<file path="src/rtl/tpc_pkg.sv">
`timescale 1ns / 1ps
package tpc_pkg;

  localparam int CFG_INDEX_W = 2;
  localparam int CFG_DATA_W  = 64;
  localparam int ADC_W       = 20;

  localparam logic [CFG_INDEX_W-1:0] REG_TEMP_CALIB  = 2'd0;
  localparam logic [CFG_INDEX_W-1:0] REG_PRESS_LOW   = 2'd1;
  localparam logic [CFG_INDEX_W-1:0] REG_PRESS_HIGH  = 2'd2;
  localparam logic [CFG_INDEX_W-1:0] REG_PRESS_NINE  = 2'd3;

  localparam logic [63:0] FINE_OFFSET = 64'd128000;
  localparam logic [63:0] PRESS_BASE  = 64'd1048576;
  localparam logic [63:0] PRESS_SCALE = 64'd3125;
  localparam logic [63:0] PRESS_BIAS  = 64'h0000_8000_0000_0000;
  localparam logic [31:0] TEMP_ROUND  = 32'd128;

  localparam logic CMD_TEMP  = 1'b0;
  localparam logic CMD_PRESS = 1'b1;

  typedef enum logic [4:0] {
    ST_IDLE, ST_MUL,
    ST_T_X, ST_T_A, ST_T_S, ST_T_B, ST_T_OUT,
    ST_P_V1, ST_P_SQ, ST_P_V2A, ST_P_V2B, ST_P_N1, ST_P_N2, ST_P_N3, ST_P_F1,
    ST_P_CHK, ST_P_DIV0, ST_P_DIV, ST_P_Q1, ST_P_Q2, ST_P_Q3, ST_P_Q4,
    ST_P_SUM, ST_P_SUM2, ST_P_FIN, ST_FIN
  } state_t;

  typedef struct packed {
    logic       start;
    logic [63:0] num;
    logic [63:0] den;
  } div_req_t;

  typedef struct packed {
    logic       done;
    logic [63:0] quot;
  } div_rsp_t;

  function automatic logic [63:0] sext16(input logic [15:0] v);
    return {{48{v[15]}}, v};
  endfunction

  function automatic logic [63:0] sext32(input logic [31:0] v);
    return {{32{v[31]}}, v};
  endfunction

endpackage

</file>
<file path="src/rtl/tpc_sdiv64.sv">
`timescale 1ns / 1ps
module tpc_sdiv64 (
  input  logic              clk,
  input  logic              rst,
  input  tpc_pkg::div_req_t req,
  output tpc_pkg::div_rsp_t rsp
);
  import tpc_pkg::*;

  logic        running;
  logic        fix;
  logic [5:0]  cnt;
  logic        neg;
  logic [63:0] md;
  logic [63:0] rem;
  logic [63:0] dvd;
  logic [64:0] shifted;
  logic        fits;

  // one quotient bit per cycle, restoring
  assign shifted = {rem, dvd[63]};
  assign fits    = shifted >= {1'b0, md};

  always_ff @(posedge clk) begin
    if (rst) begin
      running  <= 1'b0;
      fix      <= 1'b0;
      rsp.done <= 1'b0;
      cnt      <= '0;
    end else begin
      rsp.done <= 1'b0;
      fix      <= 1'b0;
      if (req.start) begin
        running <= 1'b1;
        cnt     <= '0;
        neg     <= req.num[63] ^ req.den[63];
        dvd     <= req.num[63] ? (64'd0 - req.num) : req.num;
        md      <= req.den[63] ? (64'd0 - req.den) : req.den;
        rem     <= '0;
      end else if (running) begin
        rem <= fits ? (shifted[63:0] - md) : shifted[63:0];
        dvd <= {dvd[62:0], fits};
        cnt <= cnt + 6'd1;
        if (cnt == 6'd63) begin
          running <= 1'b0;
          fix     <= 1'b1;
        end
      end else if (fix) begin
        rsp.quot <= neg ? (64'd0 - dvd) : dvd;
        rsp.done <= 1'b1;
      end
    end
  end

endmodule

</file>
<file path="config.mk">
export PLATFORM = sky130hd
export DESIGN_NAME = tpc_sdiv64
export DESIGN_NICKNAME = d
export VERILOG_FILES = /design/src/rtl/tpc_pkg.sv /design/src/rtl/tpc_sdiv64.sv
export SDC_FILE = /design/constraint.sdc
export NUM_CORES = 1
export LEC_CHECK = 0
export CORE_ASPECT_RATIO = 0.5
export CORE_MARGIN = 2
export CORE_UTILIZATION = 60
export DETAILED_ROUTE_END_ITERATION = 10
export DONT_BUFFER_PORTS = 1
export PLACE_DENSITY = 0.83
export SETUP_SLACK_MARGIN = 0.3
export SLEW_MARGIN = 20
export SYNTH_ARGS = -nofsm -noshare
export SYNTH_HDL_FRONTEND = slang
export SYNTH_SLANG_ARGS = --single-unit
</file>
<file path="constraint.sdc">
create_clock -name clk -period 13.6 [get_ports clk]
set_input_delay 2.72 -clock clk [delete_from_list [all_inputs] [get_ports clk]]
set_output_delay 2.72 -clock clk [all_outputs]
set_load 0.005 [all_outputs]
</file>
==> report_table.html, run 1 <==
<table>
<tr><th>Metric</th><th>Value</th></tr>
<tr><th colspan="2">Cells and area</th></tr>
<tr><td>Antenna cells</td><td>0</td></tr>
<tr><td>Share of post-route cells with drive strength above 1</td><td>4.699%</td></tr>
<tr><td>Final design utilization</td><td>64.49%</td></tr>
<tr><td>Area of combinational cells with multiple inputs</td><td>9186 um^2</td></tr>
<tr><td>Nets</td><td>1993</td></tr>
<tr><td>Layout-stage area growth over the synthesis result</td><td>5.469%</td></tr>
<tr><td>Non-filler cells in the finished layout</td><td>2200</td></tr>
<tr><td>Number of fill cells</td><td>2277</td></tr>
<tr><td>Area used by sequential logic in the layout</td><td>7898 um^2</td></tr>
<tr><th colspan="2">Setup path</th></tr>
<tr><td>Arr. time, crit path</td><td>6.21 ns</td></tr>
<tr><td>Kind of capture point of the worst setup path</td><td>register</td></tr>
<tr><td>Critical register-to-register path endpoint</td><td>rem[63]</td></tr>
<tr><td>Startpoint types</td><td>primary input</td></tr>
<tr><td>Beginning of the critical path</td><td>req[80]</td></tr>
<tr><td>Start of the worst register-to-register path</td><td>rem[14]</td></tr>
<tr><td>Classification of the worst setup path</td><td>primary input to register</td></tr>
<tr><td>Number of cells traversed by the worst register-to-register path</td><td>11</td></tr>
<tr><td>Largest fanout on the critical path</td><td>7</td></tr>
<tr><td>Register-to-register setup slack</td><td>9.19 ns</td></tr>
<tr><td>End of the critical path</td><td>dvd[60]</td></tr>
<tr><td>Worst path required time</td><td>13.89 ns</td></tr>
<tr><th colspan="2">Clock network</th></tr>
<tr><td>Post-CTS setup buffers</td><td>0</td></tr>
<tr><td>Number of buffers added to fix hold violations after cts</td><td>0</td></tr>
<tr><td>Clock latency of the later-clocked register in the worst-skew pair</td><td>0.55 ns</td></tr>
<tr><td>Post-CTS sizing</td><td>0</td></tr>
<tr><td>Depth of the CTS H-tree</td><td>1</td></tr>
<tr><td>CTS clk-pin slew, worst paths</td><td>0.07 ns</td></tr>
<tr><td>Total clock buffers created by CTS</td><td>25</td></tr>
<tr><td>TritonCTS sink count</td><td>266</td></tr>
<tr><td>Clock root buffer</td><td>sky130_fd_sc_hd__clkbuf_16</td></tr>
<tr><td>Number of buffers on the longest clock path</td><td>3</td></tr>
<tr><td>TritonCTS clock tree</td><td>done</td></tr>
<tr><th colspan="2">Flow run</th></tr>
<tr><td>Max-capacitance violation count</td><td>0</td></tr>
<tr><th colspan="2">Yosys</th></tr>
<tr><td>Sequential-to-total area share from yosys stat</td><td>44.43%</td></tr>
<tr><td>Commonest register cell after synthesis</td><td>sky130_fd_sc_hd__edfxtp_1</td></tr>
<tr><td>Number of enable flip-flop cells after synthesis</td><td>257</td></tr>
<tr><td>Number of cells produced by synthesis</td><td>1853</td></tr>
<tr><td>Synthesis-stage register bit count</td><td>266</td></tr>
<tr><td>Fraction of synthesized cell area taken by the top area cell type</td><td>43.42%</td></tr>
<tr><td>Cell with the most instances after synthesis</td><td>sky130_fd_sc_hd__edfxtp_1</td></tr>
<tr><td>Top cells by instance count after synthesis</td><td>sky130_fd_sc_hd__edfxtp_1 (257), sky130_fd_sc_hd__nor2_1 (176), sky130_fd_sc_hd__a21oi_1 (168), sky130_fd_sc_hd__xnor2_1 (154), sky130_fd_sc_hd__nand2_1 (146)</td></tr>
<tr><td>Net count after synthesis</td><td>2053</td></tr>
<tr><td>Leading post-synthesis cells by cell area</td><td>sky130_fd_sc_hd__edfxtp_1 (43%), sky130_fd_sc_hd__xnor2_1 (7.6%), sky130_fd_sc_hd__ha_1 (4.8%)</td></tr>
<tr><td>Avg Cell Area, Syn</td><td>9.592 um^2</td></tr>
<tr><td>Count of cell types in the netlist</td><td>69</td></tr>
<tr><td>Warning count from the yosys run</td><td>0</td></tr>
<tr><td>Synthesized cell area</td><td>17770 um^2</td></tr>
<tr><td>Synth area leader</td><td>sky130_fd_sc_hd__edfxtp_1</td></tr>
<tr><td>Async set-or-reset flop fraction in the synthesized netlist</td><td>0%</td></tr>
<tr><th colspan="2">Floorplanning</th></tr>
<tr><td>Area inside the core boundary</td><td>29070 um^2</td></tr>
<tr><td># IOs</td><td>196</td></tr>
<tr><td>Effective utilization at floorplan</td><td>61.15%</td></tr>
<tr><td>DIE AREA</td><td>31100 um^2</td></tr>
<tr><td>Width of the die</td><td>247.4 um</td></tr>
<tr><td>Die Ht</td><td>125.7 um</td></tr>
<tr><td>Total number of placement rows</td><td>44</td></tr>
<tr><th colspan="2">Routing</th></tr>
<tr><td>1st-iter DRT viols</td><td>1381</td></tr>
<tr><td>Final wirelength</td><td>43240 um</td></tr>
<tr><td>Number of search-and-repair iterations in the first detailed-routing pass</td><td>5</td></tr>
<tr><td>Via density</td><td>6.396</td></tr>
<tr><td>Residual antenna-violating net count after detailed routing</td><td>0</td></tr>
<tr><td>Overall via count from detail_route</td><td>14070</td></tr>
<tr><td># DRC</td><td>0</td></tr>
<tr><td>Wire per inst</td><td>19.65 um</td></tr>
<tr><th colspan="2">GRT</th></tr>
<tr><td>Leftover overflow at the end of global routing</td><td>0</td></tr>
<tr><td>Largest net degree at the start of global routing</td><td>184</td></tr>
<tr><td>Number of antenna violations at the first check in global routing</td><td>0</td></tr>
<tr><td>Total routing resource utilization after global routing</td><td>27.39%</td></tr>
<tr><td>Global-route wire length before repair</td><td>68990 um</td></tr>
<tr><td>Vias in the first global route</td><td>13360</td></tr>
<tr><th colspan="2">Placement</th></tr>
<tr><td>Routability Congestion</td><td>0.9493</td></tr>
<tr><td>HPWL after detailed placement</td><td>31310 um</td></tr>
<tr><td>Placed Cells</td><td>2157</td></tr>
<tr><td>Setup Slack @ Placement</td><td>7.154 ns</td></tr>
<tr><td>Total of buffers placed on input and output ports</td><td>0</td></tr>
<tr><th colspan="2">Pwr</th></tr>
<tr><td>Leakage power figure</td><td>6.540 nW</td></tr>
<tr><td>VDD IR-drop max</td><td>0.1098 mV</td></tr>
<tr><td>Total power per unit cell area</td><td>120.6 nW/um^2</td></tr>
<tr><th colspan="2">STA</th></tr>
<tr><td>Least setup slack across all paths after layout</td><td>7.674 ns</td></tr>
<tr><td>Clock Skew</td><td>0.01166 ns</td></tr>
<tr><td>Pins Over Slew Limit</td><td>0</td></tr>
<tr><td>Relative slew margins</td><td>34.67%</td></tr>
<tr><td>Max Clk Rate</td><td>168.7 MHz</td></tr>
<tr><td>Setup tns final</td><td>0 ns</td></tr>
<tr><td># setup viols final</td><td>0</td></tr>
<tr><td>Post-layout min period</td><td>5.926 ns</td></tr>
<tr><td>Setup repair after global routing missed its margin</td><td>no</td></tr>
<tr><td>Final period util</td><td>43.57%</td></tr>
<tr><td>Final Hold Fails</td><td>0</td></tr>
<tr><td>Slew of the pin with the lowest slew margin</td><td>0.9710 ns</td></tr>
<tr><th colspan="2">Hold path</th></tr>
<tr><td>Worst hold-check path type</td><td>register to register</td></tr>
<tr><td>Cell depth of the worst hold path</td><td>2</td></tr>
<tr><th colspan="2">Run status</th></tr>
<tr><td>Result of the run</td><td>complete, no violations</td></tr>
</table>
-- flip-flops by register name, summed over array words and instances, names as in the netlist --
register	count
rsp	65
cnt	6
neg	1
dvd	64
running	1
fix	1
rem	64
md	64
-- layout by cell type (no fill, tap or decap), types with 22 or more instances in the layout --
| master | netlist | layout |
|---|---|---|
| sky130_fd_sc_hd__or4_1 | 32 | 32 |
| sky130_fd_sc_hd__nor3_1 | 38 | 38 |
| sky130_fd_sc_hd__or3_1 | 22 | 22 |
| sky130_fd_sc_hd__ha_1 | 68 | 68 |
| sky130_fd_sc_hd__a21oi_1 | 168 | 168 |
| sky130_fd_sc_hd__nor2_1 | 176 | 173 |
| sky130_fd_sc_hd__o21ai_0 | 108 | 108 |
| sky130_fd_sc_hd__nand3_1 | 32 | 32 |
| sky130_fd_sc_hd__nand4_1 | 34 | 34 |
| sky130_fd_sc_hd__o41ai_1 | 29 | 29 |
| sky130_fd_sc_hd__xor2_1 | 85 | 85 |
| sky130_fd_sc_hd__xnor2_1 | 154 | 154 |
| sky130_fd_sc_hd__edfxtp_1 | 257 | 257 |
| sky130_fd_sc_hd__nand2_1 | 146 | 146 |
| sky130_fd_sc_hd__o31ai_1 | 60 | 60 |
| sky130_fd_sc_hd__clkbuf_16 | 0 | 25 |
| sky130_fd_sc_hd__inv_1 | 92 | 92 |
-- final cells by class --
class                   instances  share of cell area, %
flip-flops and latches        266                  42.13
repair buffers                  7                 0.2803
clock buffers                  29                  3.417
multi-input cells            1400                  49.00
clock inverters                14                 0.7008
inverters                      93                  1.862
well taps                     391                  2.610
-- layer usage --
metal	GRT usage (%)	routed length [um]	vias to the layer above
met3	4.561	3247	80
met2	45.38	20410	582
met1	37.53	18510	6711
li1	-	-	6699
met4	7.150	1071	0
met5	0	0	-
-- cells by family after synthesis --
family / count (synthesis) / synth area share (%)
and+or+nand+nor: 589 / 16.62
DFF: 266 / 44.43
AOI/OAI and AO/OA: 482 / 17.01
buffers and inverters: 187 / 4.040
muxes: 21 / 1.225
adders and majority gates: 69 / 4.899
xor gates and xnor gates: 239 / 11.78
-- worst min path at each step --
stage	to	slack, ns	start
detailed placement	rsp[64]	0.47	fix
CTS	fix	0.48	cnt[5]
finish	fix	0.49	cnt[5]
global placement	fix	0.46	cnt[5]
global route	rsp[64]	0.51	fix
floorplan	fix	0.44	cnt[5]
-- metrics by stage --
stage | hold slack (ns) | total power, mW | area, um^2
3_5_place_dp | 0.4748 | 1.582 | 17970
4_1_cts | 0.4820 | 2.264 | 18750
2_1_floorplan | 0.4447 | 1.476 | 17770
3_3_place_gp | 0.4623 | 1.567 | 17970
6_report | 0.4919 | 2.262 | 18750
5_1_grt | 0.5112 | 2.369 | 18750
-- power breakdown --
group	switching, mW	leakage, nW	internal [mW]
clock	0.308	0.380	0.376
sequential	0.0366	2.49	0.980
combinational	0.336	3.67	0.225
-- worst max-delay path: stages --
cell and delay, ns:
sky130_fd_sc_hd__or4_4 0.54, sky130_fd_sc_hd__or3_1 0.33, sky130_fd_sc_hd__or4_4 0.47, sky130_fd_sc_hd__or3_4 0.39, sky130_fd_sc_hd__or4_1 0.43, sky130_fd_sc_hd__or3_1 0.48
sky130_fd_sc_hd__or3_4 0.41, sky130_fd_sc_hd__o31ai_4 0.19, sky130_fd_sc_hd__xor2_1 0.18, sky130_fd_sc_hd__a21oi_1 0.08
Note: power is estimated with default switching activity, not from simulation.
==> run 2: changes to the inputs <==
Settings changed: ABC_AREA from default to 1.
Clock period 13.6 ns to 5.5 ns, I/O delays scaled along.
==> run 2 against run 1 <==
  * Sequential cell count is the same
  * Critical path depth unchanged
  * Synthesized cell count increased by 88%
  * First-iteration DRC count up 60%
  * Cell count rose by 80%
  * Non-clock buffer count is the same
  * Setup slack worse by 5.8 ns
  * Register-to-register slack got worse by 7.3 ns
  * Global-route usage is 9.0 points higher
  * Cell area increased by 29%
  * Hold slack better by 0.016 ns
  * Critical path type is now register to register
  * Highest routed layer is now met5
==> report_table.html, run 2 <==
<table>
<tr><th>Metric</th><th>Value</th></tr>
<tr><th colspan="2">Routing</th></tr>
<tr><td>Number of search-and-repair iterations in the first detailed-routing pass</td><td>6 (+1)</td></tr>
<tr><td>Wire per inst</td><td>18.53 um (-5.7%)</td></tr>
<tr><td>Overall via count from detail_route</td><td>22110 (+57%)</td></tr>
<tr><td>Via density</td><td>5.573 (-13%)</td></tr>
<tr><td># DRC</td><td>0 (unchanged)</td></tr>
<tr><td>Residual antenna-violating net count after detailed routing</td><td>0 (unchanged)</td></tr>
<tr><td>Final wirelength</td><td>73510 um (+70%)</td></tr>
<tr><td>1st-iter DRT viols</td><td>2208 (+60%)</td></tr>
<tr><th colspan="2">Yosys</th></tr>
<tr><td>Async set-or-reset flop fraction in the synthesized netlist</td><td>0% (unchanged)</td></tr>
<tr><td>Avg Cell Area, Syn</td><td>6.573 um^2 (-31%)</td></tr>
<tr><td>Number of cells produced by synthesis</td><td>3481 (+88%)</td></tr>
<tr><td>Cell with the most instances after synthesis</td><td>sky130_fd_sc_hd__nand2_1</td></tr>
<tr><td>Commonest register cell after synthesis</td><td>sky130_fd_sc_hd__edfxtp_1</td></tr>
<tr><td>Leading post-synthesis cells by cell area</td><td>sky130_fd_sc_hd__edfxtp_1 (34%), sky130_fd_sc_hd__nand2_1 (19%), sky130_fd_sc_hd__inv_1 (9.9%)</td></tr>
<tr><td>Count of cell types in the netlist</td><td>46 (-33%)</td></tr>
<tr><td>Number of enable flip-flop cells after synthesis</td><td>257 (unchanged)</td></tr>
<tr><td>Fraction of synthesized cell area taken by the top area cell type</td><td>33.73% (-9.7 points)</td></tr>
<tr><td>Synthesized cell area</td><td>22880 um^2 (+29%)</td></tr>
<tr><td>Top cells by instance count after synthesis</td><td>sky130_fd_sc_hd__nand2_1 (1157), sky130_fd_sc_hd__inv_1 (601), sky130_fd_sc_hd__nor2_1 (516), sky130_fd_sc_hd__edfxtp_1 (257), sky130_fd_sc_hd__xor2_1 (161)</td></tr>
<tr><td>Net count after synthesis</td><td>3681 (+79%)</td></tr>
<tr><td>Synthesis-stage register bit count</td><td>266 (unchanged)</td></tr>
<tr><td>Synth area leader</td><td>sky130_fd_sc_hd__edfxtp_1</td></tr>
<tr><td>Warning count from the yosys run</td><td>0 (unchanged)</td></tr>
<tr><td>Sequential-to-total area share from yosys stat</td><td>34.52% (-9.9 points)</td></tr>
<tr><th colspan="2">Setup path</th></tr>
<tr><td>Worst path required time</td><td>5.84 ns (-8.05 ns)</td></tr>
<tr><td>Largest fanout on the critical path</td><td>49 (+42)</td></tr>
<tr><td>Arr. time, crit path</td><td>3.95 ns (-2.26 ns)</td></tr>
<tr><td>Register-to-register setup slack</td><td>1.89 ns (-7.30 ns)</td></tr>
<tr><td>Startpoint types</td><td>register</td></tr>
<tr><td>Start of the worst register-to-register path</td><td>rem[32]</td></tr>
<tr><td>Classification of the worst setup path</td><td>register to register</td></tr>
<tr><td>Beginning of the critical path</td><td>rem[32]</td></tr>
<tr><td>Kind of capture point of the worst setup path</td><td>register</td></tr>
<tr><th colspan="2">STA</th></tr>
<tr><td>Slew of the pin with the lowest slew margin</td><td>1.020 ns (+0.04934 ns)</td></tr>
<tr><td>Pins Over Slew Limit</td><td>0 (unchanged)</td></tr>
<tr><td>Max Clk Rate</td><td>276.7 MHz</td></tr>
<tr><td>Setup tns final</td><td>0 ns (unchanged)</td></tr>
<tr><td># setup viols final</td><td>0 (unchanged)</td></tr>
<tr><td>Setup repair after global routing missed its margin</td><td>no</td></tr>
<tr><td>Worst hold slack after final layout</td><td>0.5077 ns (+0.01581 ns)</td></tr>
<tr><td>Clock Skew</td><td>0.02409 ns (+0.01242 ns)</td></tr>
<tr><td>Post-layout min period</td><td>3.615 ns</td></tr>
<tr><td>Relative slew margins</td><td>31.82% (-2.9 points)</td></tr>
<tr><td>Least setup slack across all paths after layout</td><td>1.885 ns (-5.789 ns)</td></tr>
<tr><td>Final period util</td><td>65.72%</td></tr>
<tr><td>Final Hold Fails</td><td>0 (unchanged)</td></tr>
<tr><th colspan="2">Floorplanning</th></tr>
<tr><td>Effective utilization at floorplan</td><td>61.06% (-0.093 points)</td></tr>
<tr><td>Area inside the core boundary</td><td>37470 um^2 (+29%)</td></tr>
<tr><td>Width of the die</td><td>280.2 um (+13%)</td></tr>
<tr><td>Die Ht</td><td>142.1 um (+13%)</td></tr>
<tr><td>Total number of placement rows</td><td>50 (+14%)</td></tr>
<tr><td>DIE AREA</td><td>39810 um^2 (+28%)</td></tr>
<tr><td># IOs</td><td>196 (unchanged)</td></tr>
<tr><th colspan="2">Placement</th></tr>
<tr><td>Post-place instance area</td><td>23240 um^2 (+29%)</td></tr>
<tr><td>Setup Slack @ Placement</td><td>1.831 ns (-5.323 ns)</td></tr>
<tr><td>Placed Cells</td><td>3918 (+82%)</td></tr>
<tr><td>Routability Congestion</td><td>1.016 (+7.1%)</td></tr>
<tr><td>HPWL after detailed placement</td><td>59190 um (+89%)</td></tr>
<tr><td>Total of buffers placed on input and output ports</td><td>0 (unchanged)</td></tr>
<tr><th colspan="2">Pwr</th></tr>
<tr><td>Sw Share</td><td>35.57% (+5.5 points)</td></tr>
<tr><td>Switching Power</td><td>2.205 mW (+220%)</td></tr>
<tr><td>Portion of total power attributed to sequential cells</td><td>40.2% (-4.7 points)</td></tr>
<tr><td>Combinational fraction of design power</td><td>30.0% (+5.2 points)</td></tr>
<tr><td>Clk pwr share</td><td>29.8% (-0.4 points)</td></tr>
<tr><td>Leakage power figure</td><td>11.61 nW (+77%)</td></tr>
<tr><td>Int Power</td><td>3.994 mW (+150%)</td></tr>
<tr><td>VDD IR-drop max</td><td>0.2213 mV (+100%)</td></tr>
<tr><td>Total power per unit cell area</td><td>257.3 nW/um^2 (+110%)</td></tr>
<tr><td>Total power</td><td>6.200 mW (+170%)</td></tr>
<tr><th colspan="2">Cells and area</th></tr>
<tr><td>Area of combinational cells with multiple inputs</td><td>12380 um^2 (+35%)</td></tr>
<tr><td>Layout-stage area growth over the synthesis result</td><td>5.326%</td></tr>
<tr><td>Final design utilization</td><td>64.31% (-0.19 points)</td></tr>
<tr><td>Most common cell after layout, fill and taps aside</td><td>sky130_fd_sc_hd__nand2_1</td></tr>
<tr><td>Nets</td><td>3652 (+83%)</td></tr>
<tr><td>Share of post-route cells with drive strength above 1</td><td>2.938% (-1.8 points)</td></tr>
<tr><td>Non-filler cells in the finished layout</td><td>3967 (+80%)</td></tr>
<tr><td>Flip-flop count of the largest register, all copies and words added</td><td>65 (unchanged)</td></tr>
<tr><td>Top library cells by usage in the layout, fill and taps aside</td><td>sky130_fd_sc_hd__nand2_1 (1157), sky130_fd_sc_hd__inv_1 (601), sky130_fd_sc_hd__nor2_1 (514)</td></tr>
<tr><td>Number of fill cells</td><td>3476 (+53%)</td></tr>
<tr><td>Post-route standard cell area excluding fillers</td><td>24100 um^2 (+29%)</td></tr>
<tr><td>Area used by sequential logic in the layout</td><td>7898 um^2 (unchanged)</td></tr>
<tr><td>Register containing the most flip-flops in the final layout</td><td>rsp</td></tr>
<tr><th colspan="2">Clock network</th></tr>
<tr><td>Post-CTS setup buffers</td><td>0 (unchanged)</td></tr>
<tr><td>TritonCTS clock tree</td><td>done</td></tr>
<tr><td>Depth of the CTS H-tree</td><td>1 (unchanged)</td></tr>
<tr><td>Number of buffers on the longest clock path</td><td>3 (unchanged)</td></tr>
<tr><td>Number of buffers added to fix hold violations after cts</td><td>0 (unchanged)</td></tr>
<tr><td>Clock root buffer</td><td>sky130_fd_sc_hd__clkbuf_16</td></tr>
<tr><td>Post-CTS sizing</td><td>0 (unchanged)</td></tr>
<tr><td>Clock latency of the later-clocked register in the worst-skew pair</td><td>0.58 ns (+0.03 ns)</td></tr>
<tr><td>CTS clk-pin slew, worst paths</td><td>0.07 ns (about the same)</td></tr>
<tr><td>Total clock buffers created by CTS</td><td>26 (+4.0%)</td></tr>
<tr><td>TritonCTS sink count</td><td>266 (unchanged)</td></tr>
<tr><th colspan="2">GRT</th></tr>
<tr><td>Largest net degree at the start of global routing</td><td>70 (-62%)</td></tr>
<tr><td>Global-route wire length before repair</td><td>111100 um (+61%)</td></tr>
<tr><td>Number of antenna violations at the first check in global routing</td><td>2 (+2)</td></tr>
<tr><td>Vias in the first global route</td><td>20110 (+51%)</td></tr>
<tr><td>Total routing resource utilization after global routing</td><td>36.42% (+9.0 points)</td></tr>
<tr><td>Leftover overflow at the end of global routing</td><td>0 (unchanged)</td></tr>
<tr><th colspan="2">Flow run</th></tr>
<tr><td>Max-capacitance violation count</td><td>0 (unchanged)</td></tr>
<tr><th colspan="2">Hold path</th></tr>
<tr><td>Worst hold-check path type</td><td>register to register</td></tr>
<tr><td>Launch instance of the worst min-delay path</td><td>cnt[1]</td></tr>
<tr><th colspan="2">Run status</th></tr>
<tr><td>Result of the run</td><td>complete, no violations</td></tr>
</table>
==> run 2: changes by cell type after synthesis, sizes merged, moves of 112 or more <==
cell / change
nand2: +1025
nand3: +127
nor2: +360
a21oi: -112
xnor2: -128
inv: +514
==> run 2: logic make-up after synthesis <==
kind of cell	count (synthesis)	share of synthesized area [%]
flip-flops	266	34.52
AO/OA/AOI/OAI	208	4.889
buffers and inverters	673	11.47
AND/OR/NAND/NOR	2078	38.16
XOR/XNOR	187	7.158
adder cells (fa/ha/maj)	69	3.806
==> run 2: layout make-up <==
cell class | instances | share of cell area, %
inverters | 609 | 9.507
well taps | 494 | 2.565
clock buffers | 37 | 2.954
flip-flops and latches | 266 | 32.77
multi-input cells | 2542 | 51.39
repair buffers | 7 | 0.2181
diodes | 1 | 0.01038
clock inverters | 11 | 0.5815
==> run 2: routing by layer <==
layer | vias to the layer above | routed length (um) | global-route usage [%]
met5 | - | 13 | 0
met4 | 2 | 2750 | 12.75
met3 | 150 | 7083 | 6.451
met2 | 1025 | 32430 | 57.83
met1 | 10100 | 31230 | 50.38
li1 | 10830 | - | -
==> run 2: path summary, 6_finish.rpt <==
kind,to,cells past startpoint
setup / recovery,rem[51],10
hold reg to reg,cnt[1],2
setup reg to reg,rem[51],10
hold / removal,cnt[1],2
==> run 2: power groups by stage <==
| stage | Sequential (mW) | Clock [mW] | Combinational, mW |
|---|---|---|---|
| 6_report | 2.49 | 1.84 | 1.86 |
| 5_1_grt | 2.50 | 1.92 | 2.06 |
| 4_1_cts | 2.49 | 1.85 | 1.81 |
| 3_5_place_dp | 2.53 | 0 | 1.80 |
| 3_3_place_gp | 2.53 | 0 | 1.76 |
| 2_1_floorplan | 2.51 | 0 | 1.35 |
==> run 2: critical path, stage by stage, from the launching register on <==
cell and delay (ns):
sky130_fd_sc_hd__edfxtp_1 0.39, sky130_fd_sc_hd__ha_1 0.46, sky130_fd_sc_hd__nand2_1 0.13, sky130_fd_sc_hd__nor2_1 0.26, sky130_fd_sc_hd__nand2_1 0.24, sky130_fd_sc_hd__nor4_4 0.30, sky130_fd_sc_hd__nand2_4 0.41, sky130_fd_sc_hd__nand2_4 0.52
sky130_fd_sc_hd__inv_4 0.31, sky130_fd_sc_hd__nor2_1 0.22, sky130_fd_sc_hd__nor2_1 0.06
